[src/hw/rtl/srde_pkg.sv]
// Shared constants for the SIMON round difference enumerator pipeline.
package srde_pkg;

  // Default word size of the cipher half
  localparam int WORD_BITS_DEF = 32;

  // Fixed port widths
  localparam int IDX_BITS    = 32;
  localparam int IDX_SEL     = 5;
  localparam int OUT_BITS    = 32;
  localparam int WEIGHT_BITS = 6;
  localparam int WEIGHT_MAX  = 63;

  // Rank is built from 8-bit groups
  localparam int GRP_BITS = 8;
  localparam int LOC_W    = 3;
  localparam int TOT_W    = 4;

  // Round function taps and tie distance
  localparam int TAP_PREV = 1;
  localparam int TAP_FAR  = 8;
  localparam int TAP_ROT  = 2;
  localparam int TAP_FWD  = 6;
  localparam int TIE_DIST = 7;

endpackage

[src/hw/rtl/simon_round_diff_enumerator_core.sv]
// SIMON round differential transition enumerator, top level.
// Pipeline: four register stages (mark, group count, rank sum, fill/output register)
// lie between the input accept and result valid.
// Throughput: one item per cycle while out_ready is high; each stage holds its item only while the
// next stage is full and stalled, so the output register sets the pace.
// Reset: synchronous, active high; clears all stage valid bits, data is not reset.
module simon_round_diff_enumerator_core #(
  parameter int WORD_BITS = srde_pkg::WORD_BITS_DEF
) (
  input  logic                             clk,
  input  logic                             rst,
  input  logic                             in_valid,
  output logic                             in_ready,
  input  logic [srde_pkg::IDX_BITS-1:0]    left_diff,
  input  logic [srde_pkg::IDX_BITS-1:0]    right_diff,
  input  logic [srde_pkg::IDX_BITS-1:0]    choice_index,
  output logic                             out_valid,
  input  logic                             out_ready,
  output logic [srde_pkg::OUT_BITS-1:0]    next_left,
  output logic [srde_pkg::OUT_BITS-1:0]    next_right,
  output logic [srde_pkg::WEIGHT_BITS-1:0] weight,
  output logic                             index_ok
);
  import srde_pkg::*;

  localparam int NGRP  = (WORD_BITS + GRP_BITS - 1) / GRP_BITS;
  localparam int CNT_W = $clog2(WORD_BITS + 1);

  // Stage 1 outputs
  logic                 s1_valid, s1_ready;
  logic [WORD_BITS-1:0] s1_l, s1_r, s1_free, s1_tie, s1_base;
  logic [IDX_BITS-1:0]  s1_idx;

  // Stage 2 outputs
  logic                            s2_valid, s2_ready;
  logic [WORD_BITS-1:0]            s2_l, s2_r, s2_free, s2_tie, s2_base;
  logic [IDX_BITS-1:0]             s2_idx;
  logic [NGRP*GRP_BITS-1:0][LOC_W-1:0] s2_loc;
  logic [NGRP-1:0][TOT_W-1:0]      s2_tot;

  // Stage 3 outputs
  logic                            s3_valid, s3_ready;
  logic [WORD_BITS-1:0]            s3_l, s3_r, s3_free, s3_tie, s3_base;
  logic [IDX_BITS-1:0]             s3_idx;
  logic [WORD_BITS-1:0][CNT_W-1:0] s3_rank;
  logic [CNT_W-1:0]                s3_cnt;

  srde_mark #(.WORD_BITS(WORD_BITS)) u_mark (
    .clk          (clk),
    .rst          (rst),
    .in_valid     (in_valid),
    .in_ready     (in_ready),
    .left_diff    (left_diff),
    .right_diff   (right_diff),
    .choice_index (choice_index),
    .out_valid    (s1_valid),
    .out_ready    (s1_ready),
    .l_word       (s1_l),
    .r_word       (s1_r),
    .idx          (s1_idx),
    .free_map     (s1_free),
    .tie_map      (s1_tie),
    .base         (s1_base)
  );

  srde_rank_local #(.WORD_BITS(WORD_BITS), .NGRP(NGRP)) u_rank_local (
    .clk       (clk),
    .rst       (rst),
    .in_valid  (s1_valid),
    .in_ready  (s1_ready),
    .l_in      (s1_l),
    .r_in      (s1_r),
    .idx_in    (s1_idx),
    .free_in   (s1_free),
    .tie_in    (s1_tie),
    .base_in   (s1_base),
    .out_valid (s2_valid),
    .out_ready (s2_ready),
    .l_word    (s2_l),
    .r_word    (s2_r),
    .idx       (s2_idx),
    .free_map  (s2_free),
    .tie_map   (s2_tie),
    .base      (s2_base),
    .loc       (s2_loc),
    .tot       (s2_tot)
  );

  srde_rank_sum #(.WORD_BITS(WORD_BITS), .NGRP(NGRP), .CNT_W(CNT_W)) u_rank_sum (
    .clk       (clk),
    .rst       (rst),
    .in_valid  (s2_valid),
    .in_ready  (s2_ready),
    .l_in      (s2_l),
    .r_in      (s2_r),
    .idx_in    (s2_idx),
    .free_in   (s2_free),
    .tie_in    (s2_tie),
    .base_in   (s2_base),
    .loc_in    (s2_loc),
    .tot_in    (s2_tot),
    .out_valid (s3_valid),
    .out_ready (s3_ready),
    .l_word    (s3_l),
    .r_word    (s3_r),
    .idx       (s3_idx),
    .free_map  (s3_free),
    .tie_map   (s3_tie),
    .base      (s3_base),
    .rank      (s3_rank),
    .cnt       (s3_cnt)
  );

  srde_fill #(.WORD_BITS(WORD_BITS), .CNT_W(CNT_W)) u_fill (
    .clk        (clk),
    .rst        (rst),
    .in_valid   (s3_valid),
    .in_ready   (s3_ready),
    .l_in       (s3_l),
    .r_in       (s3_r),
    .idx_in     (s3_idx),
    .free_in    (s3_free),
    .tie_in     (s3_tie),
    .base_in    (s3_base),
    .rank_in    (s3_rank),
    .cnt_in     (s3_cnt),
    .out_valid  (out_valid),
    .out_ready  (out_ready),
    .next_left  (next_left),
    .next_right (next_right),
    .weight     (weight),
    .index_ok   (index_ok)
  );

  // Weight never exceeds the word size
  a_weight_range: assert property (@(posedge clk) disable iff (rst)
    out_valid |-> (32'(weight) <= WORD_BITS))
    else $error("weight above word size");

  // A weight covering the whole index always accepts it
  a_wide_ok: assert property (@(posedge clk) disable iff (rst)
    (out_valid && (32'(weight) >= IDX_BITS)) |-> index_ok)
    else $error("index rejected at full weight");

  // Free positions and ties never overlap in the rank stage
  a_free_tie: assert property (@(posedge clk) disable iff (rst)
    s3_valid |-> ((s3_free & s3_tie) == '0))
    else $error("tied position counted as free");

  // Stage count equals the last rank plus its own free bit
  a_cnt_total: assert property (@(posedge clk) disable iff (rst)
    s3_valid |-> (s3_cnt == s3_rank[WORD_BITS-1] + CNT_W'(s3_free[WORD_BITS-1])))
    else $error("rank total mismatch");

endmodule

[src/hw/rtl/srde_mark.sv]
// Stage 1: marks free and tied AND-term positions and forms the base difference.
module srde_mark #(
  parameter int WORD_BITS = srde_pkg::WORD_BITS_DEF
) (
  input  logic                          clk,
  input  logic                          rst,
  input  logic                          in_valid,
  output logic                          in_ready,
  input  logic [srde_pkg::IDX_BITS-1:0] left_diff,
  input  logic [srde_pkg::IDX_BITS-1:0] right_diff,
  input  logic [srde_pkg::IDX_BITS-1:0] choice_index,
  output logic                          out_valid,
  input  logic                          out_ready,
  output logic [WORD_BITS-1:0]          l_word,
  output logic [WORD_BITS-1:0]          r_word,
  output logic [srde_pkg::IDX_BITS-1:0] idx,
  output logic [WORD_BITS-1:0]          free_map,
  output logic [WORD_BITS-1:0]          tie_map,
  output logic [WORD_BITS-1:0]          base
);
  import srde_pkg::*;

  logic                 vld;
  logic [WORD_BITS-1:0] a_in;
  logic [WORD_BITS-1:0] mark_c;
  logic [WORD_BITS-1:0] tie_c;
  logic [WORD_BITS-1:0] base_c;

  assign a_in = WORD_BITS'(left_diff);

  // Per-position marks, ties and rotated base
  for (genvar i = 0; i < WORD_BITS; i++) begin : g_bit
    localparam int P1 = (i + WORD_BITS - TAP_PREV) % WORD_BITS;
    localparam int P8 = (i + WORD_BITS - TAP_FAR) % WORD_BITS;
    localparam int P2 = (i + WORD_BITS - TAP_ROT) % WORD_BITS;
    localparam int P6 = (i + TAP_FWD) % WORD_BITS;
    localparam int T7 = (i + TIE_DIST) % WORD_BITS;
    assign mark_c[i] = a_in[P1] | a_in[P8];
    // position i+7 follows position i
    assign tie_c[T7] = ~a_in[P1] & a_in[P6] & a_in[P8];
    assign base_c[i] = (a_in[P1] & a_in[P8]) ^ a_in[P2];
  end

  assign in_ready  = !vld || out_ready;
  assign out_valid = vld;

  // Valid bit
  always_ff @(posedge clk) begin
    if (rst) begin
      vld <= 1'b0;
    end else if (in_ready) begin
      vld <= in_valid;
    end
  end

  // Payload
  always_ff @(posedge clk) begin
    if (in_valid && in_ready) begin
      l_word   <= a_in;
      r_word   <= WORD_BITS'(right_diff);
      idx      <= choice_index;
      free_map <= mark_c & ~tie_c;
      tie_map  <= tie_c;
      base     <= base_c;
    end
  end

endmodule

[src/hw/rtl/srde_rank_local.sv]
// Stage 2: counts free positions inside each 8-bit group.
module srde_rank_local #(
  parameter int WORD_BITS = srde_pkg::WORD_BITS_DEF,
  parameter int NGRP      = (WORD_BITS + srde_pkg::GRP_BITS - 1) / srde_pkg::GRP_BITS
) (
  input  logic                                        clk,
  input  logic                                        rst,
  input  logic                                        in_valid,
  output logic                                        in_ready,
  input  logic [WORD_BITS-1:0]                        l_in,
  input  logic [WORD_BITS-1:0]                        r_in,
  input  logic [srde_pkg::IDX_BITS-1:0]               idx_in,
  input  logic [WORD_BITS-1:0]                        free_in,
  input  logic [WORD_BITS-1:0]                        tie_in,
  input  logic [WORD_BITS-1:0]                        base_in,
  output logic                                        out_valid,
  input  logic                                        out_ready,
  output logic [WORD_BITS-1:0]                        l_word,
  output logic [WORD_BITS-1:0]                        r_word,
  output logic [srde_pkg::IDX_BITS-1:0]               idx,
  output logic [WORD_BITS-1:0]                        free_map,
  output logic [WORD_BITS-1:0]                        tie_map,
  output logic [WORD_BITS-1:0]                        base,
  output logic [NGRP*srde_pkg::GRP_BITS-1:0][srde_pkg::LOC_W-1:0] loc,
  output logic [NGRP-1:0][srde_pkg::TOT_W-1:0]        tot
);
  import srde_pkg::*;

  localparam int PAD = NGRP * GRP_BITS;

  logic                          vld;
  logic [PAD-1:0]                freep;
  logic [PAD-1:0][LOC_W-1:0]     loc_c;
  logic [NGRP-1:0][TOT_W-1:0]    tot_c;

  assign freep = PAD'(free_in);

  // Exclusive prefix count within each group
  always_comb begin : p_local
    logic [TOT_W-1:0] acc;
    acc = '0;
    for (int g = 0; g < NGRP; g++) begin
      acc = '0;
      for (int b = 0; b < GRP_BITS; b++) begin
        loc_c[g*GRP_BITS+b] = LOC_W'(acc);
        acc = acc + TOT_W'(freep[g*GRP_BITS+b]);
      end
      tot_c[g] = acc;
    end
  end

  assign in_ready  = !vld || out_ready;
  assign out_valid = vld;

  // Valid bit
  always_ff @(posedge clk) begin
    if (rst) begin
      vld <= 1'b0;
    end else if (in_ready) begin
      vld <= in_valid;
    end
  end

  // Payload
  always_ff @(posedge clk) begin
    if (in_valid && in_ready) begin
      l_word   <= l_in;
      r_word   <= r_in;
      idx      <= idx_in;
      free_map <= free_in;
      tie_map  <= tie_in;
      base     <= base_in;
      loc      <= loc_c;
      tot      <= tot_c;
    end
  end

endmodule

[src/hw/rtl/srde_rank_sum.sv]
// Stage 3: adds group offsets to local counts, giving each position's index bit.
module srde_rank_sum #(
  parameter int WORD_BITS = srde_pkg::WORD_BITS_DEF,
  parameter int NGRP      = (WORD_BITS + srde_pkg::GRP_BITS - 1) / srde_pkg::GRP_BITS,
  parameter int CNT_W     = $clog2(WORD_BITS + 1)
) (
  input  logic                                        clk,
  input  logic                                        rst,
  input  logic                                        in_valid,
  output logic                                        in_ready,
  input  logic [WORD_BITS-1:0]                        l_in,
  input  logic [WORD_BITS-1:0]                        r_in,
  input  logic [srde_pkg::IDX_BITS-1:0]               idx_in,
  input  logic [WORD_BITS-1:0]                        free_in,
  input  logic [WORD_BITS-1:0]                        tie_in,
  input  logic [WORD_BITS-1:0]                        base_in,
  input  logic [NGRP*srde_pkg::GRP_BITS-1:0][srde_pkg::LOC_W-1:0] loc_in,
  input  logic [NGRP-1:0][srde_pkg::TOT_W-1:0]        tot_in,
  output logic                                        out_valid,
  input  logic                                        out_ready,
  output logic [WORD_BITS-1:0]                        l_word,
  output logic [WORD_BITS-1:0]                        r_word,
  output logic [srde_pkg::IDX_BITS-1:0]               idx,
  output logic [WORD_BITS-1:0]                        free_map,
  output logic [WORD_BITS-1:0]                        tie_map,
  output logic [WORD_BITS-1:0]                        base,
  output logic [WORD_BITS-1:0][CNT_W-1:0]             rank,
  output logic [CNT_W-1:0]                            cnt
);
  import srde_pkg::*;

  logic                           vld;
  logic [NGRP-1:0][CNT_W-1:0]     off_c;
  logic [WORD_BITS-1:0][CNT_W-1:0] rank_c;
  logic [CNT_W-1:0]               cnt_c;

  // Running group offsets, then per-position rank
  always_comb begin : p_sum
    logic [CNT_W-1:0] acc;
    acc = '0;
    for (int g = 0; g < NGRP; g++) begin
      off_c[g] = acc;
      acc = acc + CNT_W'(tot_in[g]);
    end
    cnt_c = acc;
    for (int i = 0; i < WORD_BITS; i++) begin
      rank_c[i] = off_c[i/GRP_BITS] + CNT_W'(loc_in[i]);
    end
  end

  assign in_ready  = !vld || out_ready;
  assign out_valid = vld;

  // Valid bit
  always_ff @(posedge clk) begin
    if (rst) begin
      vld <= 1'b0;
    end else if (in_ready) begin
      vld <= in_valid;
    end
  end

  // Payload
  always_ff @(posedge clk) begin
    if (in_valid && in_ready) begin
      l_word   <= l_in;
      r_word   <= r_in;
      idx      <= idx_in;
      free_map <= free_in;
      tie_map  <= tie_in;
      base     <= base_in;
      rank     <= rank_c;
      cnt      <= cnt_c;
    end
  end

endmodule

[src/hw/rtl/srde_fill.sv]
// Stage 4: drops index bits into free positions, copies tied bits, registers the result.
module srde_fill #(
  parameter int WORD_BITS = srde_pkg::WORD_BITS_DEF,
  parameter int CNT_W     = $clog2(WORD_BITS + 1)
) (
  input  logic                             clk,
  input  logic                             rst,
  input  logic                             in_valid,
  output logic                             in_ready,
  input  logic [WORD_BITS-1:0]             l_in,
  input  logic [WORD_BITS-1:0]             r_in,
  input  logic [srde_pkg::IDX_BITS-1:0]    idx_in,
  input  logic [WORD_BITS-1:0]             free_in,
  input  logic [WORD_BITS-1:0]             tie_in,
  input  logic [WORD_BITS-1:0]             base_in,
  input  logic [WORD_BITS-1:0][CNT_W-1:0]  rank_in,
  input  logic [CNT_W-1:0]                 cnt_in,
  output logic                             out_valid,
  input  logic                             out_ready,
  output logic [srde_pkg::OUT_BITS-1:0]    next_left,
  output logic [srde_pkg::OUT_BITS-1:0]    next_right,
  output logic [srde_pkg::WEIGHT_BITS-1:0] weight,
  output logic                             index_ok
);
  import srde_pkg::*;

  logic                 vld;
  logic [WORD_BITS-1:0] filled;
  logic [WORD_BITS-1:0] res_c;
  logic [IDX_BITS-1:0]  hi_mask;
  logic                 ok_c;

  // Free position i takes index bit rank[i]; bits past the index width take 0
  always_comb begin
    for (int i = 0; i < WORD_BITS; i++) begin
      if (free_in[i] && (32'(rank_in[i]) < IDX_BITS)) begin
        filled[i] = base_in[i] ^ idx_in[rank_in[i][IDX_SEL-1:0]];
      end else begin
        filled[i] = base_in[i];
      end
    end
  end

  // A tied bit copies its root seven places below; roots are never tied themselves
  for (genvar i = 0; i < WORD_BITS; i++) begin : g_tie
    localparam int SRC = (i + WORD_BITS - TIE_DIST) % WORD_BITS;
    assign res_c[i] = tie_in[i] ? filled[SRC] : filled[i];
  end

  // Index in range: no set bit at or above the weight
  always_comb begin
    for (int j = 0; j < IDX_BITS; j++) begin
      hi_mask[j] = (j >= 32'(cnt_in));
    end
    ok_c = (32'(cnt_in) >= IDX_BITS) || ((idx_in & hi_mask) == '0);
  end

  assign in_ready  = !vld || out_ready;
  assign out_valid = vld;

  // Valid bit
  always_ff @(posedge clk) begin
    if (rst) begin
      vld <= 1'b0;
    end else if (in_ready) begin
      vld <= in_valid;
    end
  end

  // Output register
  always_ff @(posedge clk) begin
    if (in_valid && in_ready) begin
      next_left  <= OUT_BITS'(r_in ^ res_c);
      next_right <= OUT_BITS'(l_in);
      weight     <= (32'(cnt_in) > WEIGHT_MAX) ? WEIGHT_BITS'(WEIGHT_MAX)
                                               : WEIGHT_BITS'(cnt_in);
      index_ok   <= ok_c;
    end
  end

endmodule

[config.mk]
export PLATFORM = sky130hd
export DESIGN_NAME = simon_round_diff_enumerator_core
export DESIGN_NICKNAME = d
export VERILOG_FILES = /design/src/hw/rtl/srde_pkg.sv /design/src/hw/rtl/simon_round_diff_enumerator_core.sv /design/src/hw/rtl/srde_mark.sv /design/src/hw/rtl/srde_rank_local.sv /design/src/hw/rtl/srde_rank_sum.sv /design/src/hw/rtl/srde_fill.sv
export SDC_FILE = /design/constraint.sdc
export NUM_CORES = 1
export LEC_CHECK = 0
export BUFFER_PORTS_ARGS = -buffer_cell sky130_fd_sc_hd__buf_2
export CORE_MARGIN = 2
export CORE_UTILIZATION = 35
export DETAILED_ROUTE_END_ITERATION = 8
export SYNTH_ARGS = -nofsm -noshare
export SYNTH_HDL_FRONTEND = slang
export SYNTH_SLANG_ARGS = --single-unit
[constraint.sdc]
create_clock -name clk -period 96 [get_ports clk]
set_input_delay 28.8 -clock clk [delete_from_list [all_inputs] [get_ports clk]]
set_output_delay 28.8 -clock clk [all_outputs]
set_load 0.02 [all_outputs]
==> results of run 1 <==
## cells by family (layout without fill, tap and decap cells)
| logic type | count (synthesis) | in the layout |
|---|---|---|
| AO/OA/AOI/OAI | 207 | 207 |
| buffers and inverters | 251 | 506 |
| other | 0 | 1 |
| multiplexers | 314 | 314 |
| XOR/XNOR | 200 | 200 |
| adder cells (fa/ha/maj) | 148 | 148 |
| flip-flops | 892 | 892 |
| AND/OR/NAND/NOR | 296 | 296 |
## critical path, cell delays in order
cell and delay, ns:
buf_2 0.10, nor2b_1 0.43, and3_1 0.40, nand2_1 0.12, buf_2 0.17
## power breakdown
group / switching (mW) / total, mW / leakage (nW) / internal [mW]
Clock: 0.155 / 0.378 / 1.55 / 0.223
Sequential: 0.0309 / 0.519 / 8.46 / 0.488
Combinational: 0.158 / 0.277 / 6.34 / 0.119
## routing by layer
metal,share of wire,GRT usage,vias up
met2,0.48,0.2872,1016
met4,0.035,0.06954,2
met1,0.41,0.2313,11140
met3,0.077,0.03268,233
met5,0.00011,0,-
li1,-,-,9323
## layout by cell type, fill, tap and decap left out, drive strengths merged, types with 29 or more instances in the layout
cell type	instances
edfxtp	888
buf	219
mux4	188
ha	119
clkbuf	116
inv	111
mux2i	110
xnor2	105
xor2	95
nand2	74
a21oi	55
nor2	47
o21ai	41
clkinv	39
a21o	37
nor3	30
fa	29
## worst paths after layout
path                                  endpoint  cells after the start
max reg2reg     u_rank_sum.rank[173]$_DFFE_PP_                     13
min          u_rank_sum.free_map[22]$_DFFE_PP_                      0
max                                   in_ready                      5
min reg2reg  u_rank_sum.free_map[22]$_DFFE_PP_                      0
## cell type report
type / instances / area [sq um]
Fill cell: 10260 / 68040
Sequential cell: 892 / 26750
Multi-Input combinational cell: 1165 / 12320
Clock buffer: 116 / 2477
Tap cell: 1512 / 1892
Timing Repair Buffer: 219 / 1239
Clock inverter: 63 / 757.0
Inverter: 108 / 405.4
Antenna cell: 1 / 2.502
==> flow_summary_export.csv, run 1 <==
group,metric,value,unit
hold_path,hold_start,"u_rank_local.free_map[22]$_DFFE_PP_",
cells_and_area,finish.instance_area,45840,sq um
pwr,p_leak,16.35,nW
detailed_routing,wl_per_cell,25.48,microns
detailed_routing,vias_per_cell,5.327,
logic_synthesis,synth_xor_area_frac,0.04424,
global_routing,antenna_found_initial,2,
cts,clk_latency,0.70,ns
detailed_routing,drt_pass1_iterations,6,
timing,grt_setup_unrepaired,"false",
logic_synthesis,synthAdderAreaFrac,0.05171,
cts,cts.clk_slew.worst_paths,0.06,ns
logic_synthesis,synth_flop_cell,"edfxtp_1",
place,place_congestion,0.8145,
cts,cts.sinks,892,
global_routing,grt_pass1_vias,22510,
timing,fin_crit,58.83,ns
timing,worst_pin_slew,1.149,ns
logic_synthesis,yosys_register_bits,892,
logic_synthesis,synth_enable_flop_cells,888,
global_routing,grt_overflow,0,
pwr,power_density,25.60,nW/um^2
cells_and_area,postLayoutCoreUtil,0.4025,
pwr,peakVddDrop,0.01657,mV
detailed_routing,ant_nets,0,
cts,cts_hold_buf,0,
cells_and_area,regMostFlops,"u_rank_sum.rank",
floorplan,dieWidth,342.1,microns
setup_path,required,67.20,ns
global_routing,grt_pass1_wl,150.3,mm
logic_synthesis,yosysSeqAreaShare,0.6683,
timing,hold-worst-slack,0.3850,ns
cts,postCtsSetupBuffers,0,
cells_and_area,largest_reg_flops,151,
timing,final.setup.worst_slack,37.17,ns
timing,fin_crit_sh,0.6128,
logic_synthesis,avgSynthCellArea,17.34,sq um
logic_synthesis,synth_top_family_by_area,"multiplexers",
setup_path,arrival,30.03,ns
place,port_buffers,172,
setup_path,crit_path_max_fanout,5,
global_routing,grt_max_degree,177,
pwr,total_power,1.174,mW
global_routing,grt_util_all_layers,0.1755,
floorplan,die-area,117100,sq um
detailed_routing,routed-via-count,21710,
logic_synthesis,syn_area,40020,sq um
place,placed_area,42600,sq um
setup_path,reg2reg_slack,90.77,ns
setup_path,startpoint,"out_ready",
timing,max_freq,0.01700,GHz
logic_synthesis,syn-instance-count,2308,
cts,h-tree-depth,3,
place,dp_hpwl,61.85,mm
cells_and_area,area_delta_synth_final,14.55,%
floorplan,rows,124,
detailed_routing,first_iter_violations,2272,
floorplan,core_region_area,113900,sq um
floorplan,chipHeight,342.1,microns
logic_synthesis,synthSimpleGateAreaFrac,0.03908,
logic_synthesis,ys_top_cells_by_area,"edfxtp_1 (67%), mux4_2 (10%), ha_1 (3.7%)",
cts,clockRootBuffer,"clkbuf_16",
logic_synthesis,ys_types,65,
cts,cts-resized-gates,0,
status,outcome,"finished clean",
timing,slew-limit-headroom,0.2299,
logic_synthesis,async_flop_share,0,
logic_synthesis,synth_common_cells,"edfxtp_1 (888), mux4_2 (185), ha_1 (119)",
cells_and_area,fin_cells,4076,
place,place_ws,37.18,ns
logic_synthesis,yosys.area.top_type,"edfxtp_1",
logic_synthesis,synth_compound_area_frac,0.03364,
cells_and_area,reg_top3,"u_rank_sum.rank (151), u_rank_local.loc (68)",
detailed_routing,drc,0,
setup_path,worstSetupEndpointType,"output port",
timing,fin_tns_setup,0,ns
logic_synthesis,yosys_warnings,0,
setup_path,worstSetupStartpointType,"primary input",
cts,cts_tree,"yes",
logic_synthesis,synth.net_count,2556,
setup_path,rr_startpoint,"u_rank_local.tot[0]$_DFFE_PP_",
timing,hold_viol_final,0,
logic_synthesis,synthDominantCellAreaShare,0.6663,
floorplan,initial_core_util,0.3514,
cells_and_area,nets,2729,
timing,fin_skew,0.06589,ns
timing,finalSetupViolations,0,
hold_path,hold_path.class,"reg -> reg",
cts,cts_inserted_buffers,95,
setup_path,path_class,"in -> out",
logic_synthesis,muxShareOfSynthArea,0.1381,
floorplan,ios,173,
job,maxCapViolCount,0,
place,dp.cells,3896,
timing,slew_viol_final,0,
cts,clk_path_buf_depth,3,
logic_synthesis,synth.most_common_cell,"edfxtp_1",
detailed_routing,routed_wl,103.9,mm
cells_and_area,drive_gt1_frac,0.2224,
Note: power is estimated with default switching activity, not from simulation.
==> run 2, diff against run 1 <==
clock period = 48.2 ns   (was 96 ns; I/O delays follow)
==> run 2 against run 1 <==
  * Non-clock buffer count unchanged
  * Critical path depth stayed put
  * Utilization is essentially flat
  * Critical path type unchanged
==> flow_summary_export.csv, run 2 (synthesis results as in run 1) <==
group,metric,value,unit
status,outcome,"finished clean",
setup_path,worstSetupEndpointType,"output port",
cts,cts_tree,"yes",
floorplan,ios,173,
floorplan,die-area,117100,sq um
cts,cts_hold_buf,0,
hold_path,hold_start,"u_mark.r_word[5]$_DFFE_PP_",
cells_and_area,area_delta_synth_final,14.47,%
timing,fin_tns_setup,0,ns
pwr,p_leak,16.36,nW
setup_path,worstRegToRegCells,13,
place,dp_hpwl,61.96,mm
setup_path,path_buf_inv,2,
setup_path,timing.rr.end,"u_rank_sum.rank[167]$_DFFE_PP_",
timing,worst_pin_slew,1.271,ns
global_routing,antenna_found_initial,3,
cells_and_area,finish.instance_area,45810,sq um
detailed_routing,routed_wl,104.1,mm
cts,cts-resized-gates,0,
timing,finalSetupViolations,0,
detailed_routing,ant_nets,0,
cells_and_area,nets,2729,
setup_path,required,33.74,ns
hold_path,whs_path_depth,0,
timing,slew_viol_final,0,
setup_path,reg2reg_slack,42.94,ns
cells_and_area,nFillCells,10250,
detailed_routing,wl_per_cell,25.54,microns
timing,hold_viol_final,0,
place,placed_area,42600,sq um
cells_and_area,reg_top3,"u_rank_sum.rank (151), u_rank_local.loc (68)",
setup_path,cp_top_family,"simple AND/OR/NAND/NOR gates",
cts,clk_path_buf_depth,3,
floorplan,rows,124,
cts,postCtsSetupBuffers,0,
setup_path,rr_startpoint,"u_rank_local.tot[0]$_DFFE_PP_",
place,port_buffers,172,
setup_path,arrival,15.69,ns
cells_and_area,layout_commonest_cell,"edfxtp_1",
global_routing,grt_overflow,0,
setup_path,cp_cell_sequence,"buf_2 -> nor2b_1 -> and3_1 -> nand2_1 -> buf_2",
place,place_congestion,0.8136,
global_routing,grt_util_all_layers,0.1762,
detailed_routing,vias_per_cell,5.351,
cts,clk_latency,0.70,ns
timing,grt_setup_unrepaired,"false",
floorplan,core_region_area,113900,sq um
hold_path,hold_end,"u_rank_local.r_word[5]$_DFFE_PP_",
floorplan,dieWidth,342.1,microns
pwr,peakVddDrop,0.04091,mV
pwr,power_density,50.80,nW/um^2
timing,slew-limit-headroom,0.1528,
floorplan,initial_core_util,0.3514,
cts,cts_inserted_buffers,95,
cells_and_area,largest_reg_flops,151,
global_routing,grt_pass1_wl,150.7,mm
cells_and_area,drive_gt1_frac,0.2237,
detailed_routing,routed-via-count,21810,
timing,hold-worst-slack,0.3919,ns
detailed_routing,first_iter_violations,2037,
setup_path,worstSetupStartpointType,"primary input",
setup_path,path_class,"in -> out",
setup_path,crit_path_max_fanout,5,
floorplan,chipHeight,342.1,microns
job,maxCapViolCount,0,
timing,fin_skew,0.06755,ns
cts,cts.clk_slew.worst_paths,0.06,ns
timing,fin_crit_sh,0.6256,
setup_path,cp_slowest_cell,"nor2b_1",
global_routing,grt_max_degree,180,
cts,cts.sinks,892,
detailed_routing,drt_pass1_iterations,7,
setup_path,slowest_delay,0.44,ns
timing,fin_crit,30.15,ns
hold_path,hold_path.class,"reg -> reg",
timing,max_freq,0.03316,GHz
cells_and_area,most-common-layout-cells,"edfxtp_1 (888), mux4_2 (185), buf_2 (172)",
cts,clockRootBuffer,"clkbuf_16",
cts,h-tree-depth,3,
detailed_routing,drc,0,
setup_path,cp_common_cell,"buf_2",
global_routing,grt_pass1_vias,22390,
cells_and_area,regMostFlops,"u_rank_sum.rank",
==> run 2: changes by cell type in the layout (fill, tap and decap cells not counted) <==
cell / change
clkbuf_1: -7
clkinv_2: +6
clkinvlp_4: -3
bufinv_16: -2
clkinv_1: +2
clkbuf_16: -1
clkinv_16: +1
diode_2: +1
inv_16: +1
inv_8: +1
==> run 2: power breakdown <==
group	internal, mW	switching [mW]	leakage [nW]	total (mW)
sequential	0.972	0.0614	8.46	1.03
clock	0.431	0.312	1.55	0.743
combinational	0.236	0.314	6.34	0.550
==> run 2: worst max path at each step <==
stage | slack (ns) | endpoint | startpoint | cells past startpoint
floorplan | 6.98 | u_rank_sum.base[0]$_DFFE_PP_ | out_ready | 2
global placement | 18.04 | in_ready | out_ready | 5
detailed placement | 18.05 | in_ready | out_ready | 5
CTS | 18.04 | in_ready | out_ready | 5
global route | 17.94 | in_ready | out_ready | 5
finish | 18.05 | in_ready | out_ready | 5
==> run 2: final cells by class <==
type	count	area (sq um)	share of cell area
diodes	2	5.005	0.0001093
clock buffers	108	2426	0.05296
clock inverters	69	773.2	0.01688
inverters	108	405.4	0.008850
multi-input cells	1165	12320	0.2690
flip-flops and latches	892	26750	0.5839
well taps	1512	1892	0.04130
repair buffers	219	1239	0.02704
==> run 2: stage by stage <==
stage	power (mW)	instances	utilization	worst slack, ns
3_5_place_dp	1.599	3896	0.3741	18.05
5_1_grt	2.441	4073	0.4022	17.94
6_report	2.327	4075	0.4022	18.05
4_1_cts	2.349	4073	0.4022	18.04
2_1_floorplan	1.440	2308	-	6.984
3_3_place_gp	1.574	3896	0.3741	18.04
==> run 2: per-layer routing <==
layer / up-vias / share of wire / global-route usage
li1: 9329 / - / -
met1: 11250 / 0.41 / 0.2330
met2: 1008 / 0.48 / 0.2853
met3: 213 / 0.077 / 0.03562
met4: 2 / 0.036 / 0.06954
met5: - / 0.000067 / 0
